===== src/sv/ecfe_pkg.sv =====
// Shared types, codes and constants of the echo/checksum frame engine.
`default_nettype none
package ecfe_pkg;

	localparam int unsigned FRAME_BYTES_DEF = 15;
	localparam int unsigned IDX_W           = 6;

	localparam logic       FUNC_SEND  = 1'b0;
	localparam logic       FUNC_REPLY = 1'b1;
	localparam logic       KIND_BYTE    = 1'b0;
	localparam logic       KIND_VERDICT = 1'b1;

	localparam logic [2:0] VERDICT_OK       = 3'd0;
	localparam logic [2:0] VERDICT_BAD_SUM  = 3'd1;
	localparam logic [2:0] VERDICT_BAD_ECHO = 3'd2;
	localparam logic [2:0] VERDICT_REFUSED  = 3'd3;
	localparam logic [2:0] VERDICT_BAD_KEY  = 3'd4;

	localparam logic [7:0] KEY_COMMAND   = 8'h00;
	localparam logic [7:0] KEY_PROGRAM   = 8'h01;
	localparam logic [7:0] KEY_REQUEST   = 8'h02;
	localparam logic [7:0] KEY_TELEMETRY = 8'h03;
	localparam logic [7:0] REPORT_BYTE   = 8'h52;
	localparam logic [7:0] FILL_BYTE     = 8'h4E;
	localparam logic [7:0] ECHO_MAX      = 8'hFE;

	typedef struct packed {
		logic       func;
		logic [7:0] data_byte;
	} req_t;

	typedef struct packed {
		logic       kind;
		logic [7:0] out_byte;
		logic       frame_last;
		logic [2:0] verdict;
	} rsp_t;

	// Up to three results caused by one request item.
	typedef struct packed {
		logic [1:0] cnt;
		rsp_t       first;
		logic [7:0] sum_hi;
		logic [7:0] sum_lo;
	} bundle_t;

	// Byte expected at a given position of an accepted-report reply.
	function automatic logic [7:0] expected_report(input logic [IDX_W-1:0] pos);
		logic [7:0] v;
		if (pos == '0)
			v = REPORT_BYTE;
		else if (pos < IDX_W'(4))
			v = 8'h00;
		else
			v = FILL_BYTE;
		return v;
	endfunction

endpackage
`default_nettype wire


===== src/sv/echo_checksum_frame_engine.sv =====
// Top level of the echo/checksum frame engine: input register, core and result buffer.
// An accepted item waits in the input register, then the result buffer offers its results.
// Throughput: one item per cycle while results are taken; the last payload byte of a
// frame occupies the result port for its three results (byte, checksum high, checksum low).
// Reset: arst_n clears all framing and reply state and empties both register stages.
`default_nettype none
module echo_checksum_frame_engine #(
	parameter int unsigned FRAME_BYTES = ecfe_pkg::FRAME_BYTES_DEF
) (
	input  wire logic           clk,
	input  wire logic           arst_n,
	input  wire logic           req_valid,
	output logic                req_ready,
	input  wire ecfe_pkg::req_t req,
	output logic                rsp_valid,
	input  wire logic           rsp_ready,
	output ecfe_pkg::rsp_t      rsp
);
	import ecfe_pkg::*;

	// The input register decouples the request side from the result buffer, so a
	// new transfer enters an empty input register even while a finished result waits.
	logic    valid_s1;
	req_t    item_s1;
	logic    advance;
	logic    can_load;
	bundle_t bundle;

	// The held item moves into the core and the result buffer in the same cycle;
	// all framing state is updated at that moment, keeping items in order.
	assign advance   = valid_s1 && can_load;
	assign req_ready = !valid_s1 || advance;

	always_ff @(posedge clk or negedge arst_n) begin
		if (!arst_n) begin
			valid_s1 <= 1'b0;
		end else if (req_ready) begin
			valid_s1 <= req_valid;
		end
	end

	always_ff @(posedge clk) begin
		if (req_ready && req_valid)
			item_s1 <= req;
	end

	// The core keeps the echo counter, running sums and indexes, and works out
	// every result of the held item with short logic.
	ecfe_core #(
		.FRAME_BYTES(FRAME_BYTES)
	) u_core (
		.clk    (clk),
		.arst_n (arst_n),
		.fire   (advance),
		.item   (item_s1),
		.bundle (bundle)
	);

	// The result buffer takes up to three results at once and presents them one
	// transfer at a time; it accepts a new set when its last result leaves.
	ecfe_outq u_outq (
		.clk       (clk),
		.arst_n    (arst_n),
		.load      (advance),
		.bundle    (bundle),
		.can_load  (can_load),
		.rsp_valid (rsp_valid),
		.rsp_ready (rsp_ready),
		.rsp       (rsp)
	);

endmodule
`default_nettype wire


===== src/sv/ecfe_core.sv =====
// Framing and reply checking state with the result computation for one item.
`default_nettype none
module ecfe_core #(
	parameter int unsigned FRAME_BYTES = ecfe_pkg::FRAME_BYTES_DEF
) (
	input  wire logic            clk,
	input  wire logic            arst_n,
	input  wire logic            fire,
	input  wire ecfe_pkg::req_t  item,
	output ecfe_pkg::bundle_t    bundle
);
	import ecfe_pkg::*;

	localparam logic [IDX_W-1:0] PAYLOAD_LAST = IDX_W'(FRAME_BYTES - 3);
	localparam logic [IDX_W-1:0] CHECK_POS    = IDX_W'(FRAME_BYTES - 2);
	localparam logic [IDX_W-1:0] REPLY_END    = IDX_W'(FRAME_BYTES - 1);

	logic [7:0]       echo_q;
	logic [IDX_W-1:0] send_index_q;
	logic [15:0]      send_sum_q;
	logic [7:0]       sent_key_q;
	logic [7:0]       sent_echo_q;
	logic [IDX_W-1:0] reply_index_q;
	logic [15:0]      reply_sum_q;
	logic [7:0]       check_high_q;
	logic [7:0]       reply_key_q;
	logic [7:0]       reply_echo_q;
	logic             mismatch_q;

	logic [IDX_W-1:0] sidx;
	logic [IDX_W-1:0] ridx;
	logic [7:0]       send_byte;
	logic [15:0]      send_sum_n;
	logic [2:0]       verdict;
	logic             key_is_cmd;

	assign sidx       = (send_index_q > PAYLOAD_LAST) ? PAYLOAD_LAST : send_index_q;
	assign ridx       = (reply_index_q > REPLY_END) ? REPLY_END : reply_index_q;
	assign send_byte  = (sidx == IDX_W'(1)) ? echo_q : item.data_byte;
	assign send_sum_n = send_sum_q + {8'h00, send_byte};
	assign key_is_cmd = (sent_key_q == KEY_COMMAND) || (sent_key_q == KEY_PROGRAM);

	always_comb begin
		if ({check_high_q, item.data_byte} != reply_sum_q)
			verdict = VERDICT_BAD_SUM;
		else if (reply_echo_q != sent_echo_q)
			verdict = VERDICT_BAD_ECHO;
		else if (key_is_cmd && mismatch_q)
			verdict = VERDICT_REFUSED;
		else if (sent_key_q == KEY_REQUEST && reply_key_q != KEY_TELEMETRY)
			verdict = VERDICT_BAD_KEY;
		else
			verdict = VERDICT_OK;
	end

	always_comb begin
		bundle.sum_hi = send_sum_n[15:8];
		bundle.sum_lo = send_sum_n[7:0];
		if (item.func == FUNC_SEND) begin
			bundle.first = '{kind: KIND_BYTE, out_byte: send_byte, frame_last: 1'b0,
				verdict: VERDICT_OK};
			bundle.cnt   = (sidx == PAYLOAD_LAST) ? 2'd3 : 2'd1;
		end else begin
			bundle.first = '{kind: KIND_VERDICT, out_byte: 8'h00, frame_last: 1'b1,
				verdict: verdict};
			bundle.cnt   = (ridx == REPLY_END) ? 2'd1 : 2'd0;
		end
	end

	always_ff @(posedge clk or negedge arst_n) begin
		if (!arst_n) begin
			echo_q        <= '0;
			send_index_q  <= '0;
			send_sum_q    <= '0;
			sent_key_q    <= '0;
			sent_echo_q   <= '0;
			reply_index_q <= '0;
			reply_sum_q   <= '0;
			check_high_q  <= '0;
			reply_key_q   <= '0;
			reply_echo_q  <= '0;
			mismatch_q    <= 1'b0;
		end else if (fire) begin
			if (item.func == FUNC_SEND) begin
				if (sidx == '0)
					sent_key_q <= item.data_byte;
				if (sidx == IDX_W'(1)) begin
					sent_echo_q <= echo_q;
					echo_q      <= (echo_q >= ECHO_MAX) ? 8'h00 : echo_q + 8'd1;
				end
				if (sidx == PAYLOAD_LAST) begin
					send_index_q <= '0;
					send_sum_q   <= '0;
				end else begin
					send_index_q <= sidx + IDX_W'(1);
					send_sum_q   <= send_sum_n;
				end
			end else begin
				if (ridx < CHECK_POS) begin
					reply_sum_q   <= reply_sum_q + {8'h00, item.data_byte};
					reply_index_q <= ridx + IDX_W'(1);
					if (ridx == '0)
						reply_key_q <= item.data_byte;
					if (ridx == IDX_W'(1))
						reply_echo_q <= item.data_byte;
					else if (item.data_byte != expected_report(ridx))
						mismatch_q <= 1'b1;
				end else if (ridx == CHECK_POS) begin
					check_high_q  <= item.data_byte;
					reply_index_q <= ridx + IDX_W'(1);
				end else begin
					reply_index_q <= '0;
					reply_sum_q   <= '0;
					mismatch_q    <= 1'b0;
				end
			end
		end
	end

endmodule
`default_nettype wire


===== src/sv/ecfe_outq.sv =====
// Result buffer that holds the results of one item and hands them out in order.
`default_nettype none
module ecfe_outq (
	input  wire logic              clk,
	input  wire logic              arst_n,
	input  wire logic              load,
	input  wire ecfe_pkg::bundle_t bundle,
	output logic                   can_load,
	output logic                   rsp_valid,
	input  wire logic              rsp_ready,
	output ecfe_pkg::rsp_t         rsp
);
	import ecfe_pkg::*;

	logic [1:0] cnt_q;
	rsp_t       slot0_q;
	rsp_t       slot1_q;
	rsp_t       slot2_q;
	logic       pop;

	assign rsp_valid = (cnt_q != 2'd0);
	assign rsp       = slot0_q;
	assign pop       = rsp_valid && rsp_ready;
	assign can_load  = (cnt_q == 2'd0) || (cnt_q == 2'd1 && rsp_ready);

	always_ff @(posedge clk or negedge arst_n) begin
		if (!arst_n) begin
			cnt_q <= 2'd0;
		end else if (load) begin
			cnt_q <= bundle.cnt;
		end else if (pop) begin
			cnt_q <= cnt_q - 2'd1;
		end
	end

	always_ff @(posedge clk) begin
		if (load) begin
			slot0_q <= bundle.first;
			slot1_q <= '{kind: KIND_BYTE, out_byte: bundle.sum_hi, frame_last: 1'b0,
				verdict: VERDICT_OK};
			slot2_q <= '{kind: KIND_BYTE, out_byte: bundle.sum_lo, frame_last: 1'b1,
				verdict: VERDICT_OK};
		end else if (pop) begin
			slot0_q <= slot1_q;
			slot1_q <= slot2_q;
		end
	end

endmodule
`default_nettype wire


===== config.mk =====
export PLATFORM = sky130hd
export DESIGN_NAME = echo_checksum_frame_engine
export DESIGN_NICKNAME = d
export VERILOG_FILES = /design/src/sv/ecfe_pkg.sv /design/src/sv/echo_checksum_frame_engine.sv /design/src/sv/ecfe_core.sv /design/src/sv/ecfe_outq.sv
export SDC_FILE = /design/constraint.sdc
export NUM_CORES = 1
export LEC_CHECK = 0
export BUFFER_PORTS_ARGS = -buffer_cell sky130_fd_sc_hd__buf_2
export CORE_MARGIN = 10
export CORE_UTILIZATION = 55
export CTS_BUF_LIST = sky130_fd_sc_hd__clkbuf_8
export DETAILED_ROUTE_END_ITERATION = 8
export PLACE_DENSITY = 0.72
export SLEW_MARGIN = 20
export SYNTH_ARGS = -nofsm -noshare
export SYNTH_HDL_FRONTEND = slang
export SYNTH_SLANG_ARGS = --single-unit

===== constraint.sdc =====
create_clock -name clk -period 3.8 [get_ports clk]
set_input_delay 0.76 -clock clk [delete_from_list [all_inputs] [get_ports clk]]
set_output_delay 0.76 -clock clk [all_outputs]
set_load 0.02 [all_outputs]

==> results_dict.tcl <==
set metrics [dict create \
    h-tree-depth 4 \
    fin_crit_ns 3.60 \
    finalSetupViolations 0 \
    fp.dieH_um 133 \
    setup_ws_ns 0.197 \
    hold_slack_ns 0.349 \
    cts.sinks 135 \
    grtUsageMet3_pct 3.75 \
    ys.warnings.count 0 \
    antenna_left 0 \
    syn-cell-area_um2 6970 \
    die_w_um 133 \
    drive_gt1_share_pct 19.0 \
    hold_viol 0 \
    p_leak_nw 3.34 \
    num_vias 5135 \
    crit_family "compound AO/OA/AOI/OAI gates" \
    routed_via_density 6.11 \
    antenna_found_initial 0 \
    worstPathCellList "a211oi_2 -> nand2_1 -> inv_1 -> ha_1 -> nand3_2 -> mux2_2 -> ha_1 -> a21o_1 -> and2_1 -> or2_1 -> o2111a_1 -> a221o_1" \
    grt_max_degree 52 \
    rsz0062_at_grt "no" \
    grt_pass1_vias 5096 \
    path_buf_inv 1 \
    synth.distinct_cells 68 \
    dp_hpwl_mm 11.4 \
    endpoint "u_outq.slot1_q[7]$_DFFE_PP_" \
    rrSetupSlack_ns 0.20 \
    clk_pin_slew_ns 0.07 \
    grtUsageTotal_pct 18.9 \
    max_slew.worst_pin.slew_ns 1.02 \
    cts_tree "built" \
    async_reset_ff_share_pct 71.1 \
    path_class "flip-flop to flip-flop" \
    cp-start-kind "flip-flop" \
    n_antenna_cell 0 \
    drt_iter0_markers 535 \
    area.growth.synth_to_final_pct 10.7 \
    groute.layer.met1.usage_pct 25.3 \
    filler_cell_count 1043 \
    die_area_um2 17600 \
    post_cts_buffers 0 \
    synth_area_per_cell_um2 11.3 \
    fin_nets 699 \
    crit_start "u_core.send_index_q[2]$_DFFE_PN0P_" \
    utilization_pct 61.6 \
    slew_viol_final 0 \
    slowest_stage "dfrtp_1" \
    cp_num_cells 12 \
    fin_setup_tns_ns 0 \
    grt_pass1_wl_mm 26.7 \
    worst-endpoint-required_ns 4.00 \
    r2r_end "u_outq.slot1_q[7]$_DFFE_PP_" \
    ios 28 \
    grtUsageMet2_pct 29.0 \
    min_period_over_period_pct 94.8 \
    irDropWorstVdd_uv 351 \
    post-place-cells 808 \
    fin_skew_ns 0.0106 \
    clkLatencyLatePin_ns 0.45 \
    drcViolationCount 0 \
    ys_ff_latch 135 \
    cp.arrival_ns 3.81 \
    coreArea_um2 12500 \
    max-clock-path-buffers 2 \
    preCtsSetupSlack_ns 0.162 \
    slew_headroom_pct 32.1 \
    drv_cap 0 \
    p_per_area_nw_per_um2 850 \
    initial_utilization_pct 55.7 \
    fmax_mhz 278 \
    row_count 41 \
    timing.rr.start "u_core.send_index_q[2]$_DFFE_PN0P_" \
    crit_fanout 11 \
    port_buffers 27 \
    ctsHoldBuffers 0 \
    top_usage_layer "met2" \
    place_congestion 0.888 \
    yosysSeqAreaShare_pct 51.1 \
    cts_root_buf "clkbuf_8" \
    hold_path.class "input port to asynchronous set/reset pin" \
    cpMostUsedCell "ha_1" \
    synth_nets 658 \
    synth_flop_cell "dfrtp_1" \
    overflow 0 \
    fin_cells 840 \
    numCtsBuffers 17 \
    avgRoutedWirePerCell_um 19.6 \
    reg2reg_depth 12 \
    slowest_delay_ns 0.43 \
    dr.pass1.iters 5 \
    status "finished clean" \
    synth_edf_count 38 \
    drt-total-wl_mm 16.5 \
    critPathCaptureType "flip-flop" \
    netlist_instances 614 \
]
-- flip-flops by register name, indices dropped and copies added, names as in the netlist --
| signal | cells |
|---|---|
| u_core.reply_key_q | 8 |
| u_core.send_index_q | 6 |
| u_core.mismatch_q | 1 |
| valid_s1 | 1 |
| u_outq.slot2_q | 8 |
| u_outq.rsp | 13 |
| u_outq.cnt_q | 2 |
| u_core.reply_echo_q | 8 |
| u_core.reply_index_q | 6 |
| u_core.check_high_q | 8 |
| u_outq.slot1_q | 9 |
| u_core.echo_q | 8 |
| u_core.send_sum_q | 16 |
| u_core.reply_sum_q | 16 |
| u_core.sent_echo_q | 8 |
| u_core.sent_key_q | 8 |
| item_s1 | 9 |
-- power by group --
group          switching [W]  internal (W)  total (W)
registers           0.000422       0.00215    0.00257
logic                0.00172       0.00117    0.00289
clock network       0.000546      0.000547    0.00109
-- final cells by class --
type                       count  area, µm²  share of cell area (%)
multi-input combinational    443       3260                    42.3
timing repair buffer          38        233                    3.02
sequential                   135       3560                    46.2
inverter                      20       75.1                   0.973
clock inverter                 9       46.3                   0.600
tap                          172        215                    2.79
clock buffer                  23        317                    4.10
-- Yosys cell counts, types with 7 or more instances --
library cell / number / area [µm²]
ha_1: 29 / 363
nand3_1: 21 / 105
edfxtp_1: 38 / 1140
mux2_2: 45 / 507
inv_1: 18 / 67.6
o211ai_1: 10 / 75.1
a21oi_1: 27 / 135
nor4_1: 7 / 43.8
dfrtp_1: 96 / 2400
nor2_1: 30 / 113
or3_1: 8 / 50.1
nand2_1: 50 / 188
o21ai_0: 35 / 175
nor3_1: 9 / 45.0
nand4_1: 8 / 50.1
a22o_1: 26 / 228
and2_1: 8 / 50.1
xnor2_1: 28 / 245
xor2_1: 7 / 61.3
clkbuf_1: 10 / 37.5
-- timing repair --
item / CTS / global route
hold endpoints to repair: 0 / 0
gates resized for setup: 0 / 1
setup endpoints to repair: 0 / 7
-- metrics by stage --
stage	total power, W	instance area [µm²]
after detailed placement	0.00544	7350
after CTS	0.00655	7710
final	0.00656	7710
after global placement	0.00532	7350
after global routing	0.00698	7710
after floorplan	0.00458	6970
-- per-layer routing --
| metal | vias up | wire length (µm) |
|---|---|---|
| met3 | 33 | 938 |
| met5 | - | 0 |
| met2 | 184 | 7600 |
| met4 | 0 | 396 |
| met1 | 2520 | 7520 |
| li1 | 2398 | - |
-- cell families after synthesis --
| group | Yosys count | share of synthesized area, % |
|---|---|---|
| AND/OR/NAND/NOR | 183 | 14.3 |
| AO/OA/AOI/OAI | 148 | 14.9 |
| flip-flops | 135 | 51.1 |
| multiplexers | 46 | 7.42 |
| buffers and inverters | 36 | 2.08 |
| XOR/XNOR | 35 | 4.40 |
| adder cells (fa/ha/maj) | 31 | 5.78 |
-- worst min-delay path by stage --
| stage | from | endpoint | cells after the start |
|---|---|---|---|
| after floorplan | u_outq.slot1_q[3]$_SDFFE_PP0P_ | u_outq.slot1_q[3]$_SDFFE_PP0P_ | 2 |
| after detailed placement | u_outq.slot1_q[3]$_SDFFE_PP0P_ | u_outq.slot1_q[3]$_SDFFE_PP0P_ | 2 |
| final | arst_n | u_outq.cnt_q[0]$_DFFE_PN0P_ | 1 |
| after CTS | arst_n | u_core.reply_sum_q[9]$_DFFE_PN0P_ | 1 |
| after global placement | u_outq.slot1_q[3]$_SDFFE_PP0P_ | u_outq.slot1_q[3]$_SDFFE_PP0P_ | 2 |
| after global routing | arst_n | u_core.send_sum_q[13]$_DFFE_PN0P_ | 1 |
-- worst register-to-register path: stages (launching register included) --
cell      delay, ns
dfrtp_1        0.43
a211oi_2       0.29
nand2_1        0.12
inv_1          0.10
ha_1           0.17
nand3_2        0.20
mux2_2         0.38
ha_1           0.36
a21o_1         0.22
and2_1         0.17
or2_1          0.35
o2111a_1       0.31
a221o_1        0.26
-- cell usage in the layout (no fill, tap or decap), types with 4 or more instances in the layout --
cell type,netlist,final
and3_1,4,4
or4_1,5,5
a21oi_1,27,27
nor4_1,7,7
a21o_1,5,5
ha_1,29,29
a22o_1,26,26
edfxtp_1,38,38
nand3_1,21,21
buf_2,5,26
xor2_1,7,7
inv_1,18,20
nand2b_1,5,5
nor2_2,4,4
o21ai_0,35,35
a211oi_1,5,4
nor3_1,9,9
xnor2_1,28,28
clkbuf_8,0,23
or3_1,8,8
nor2_1,30,30
o2111ai_1,6,6
dfrtp_1,96,96
mux2_2,45,45
o22ai_1,4,4
nand2_1,50,50
nand3b_1,4,4
o211ai_1,10,10
nand4_1,8,8
and2_1,8,8
buf_4,1,11
clkinv_2,0,4
o31ai_1,4,4
Power figures use the tool's default switching activity.
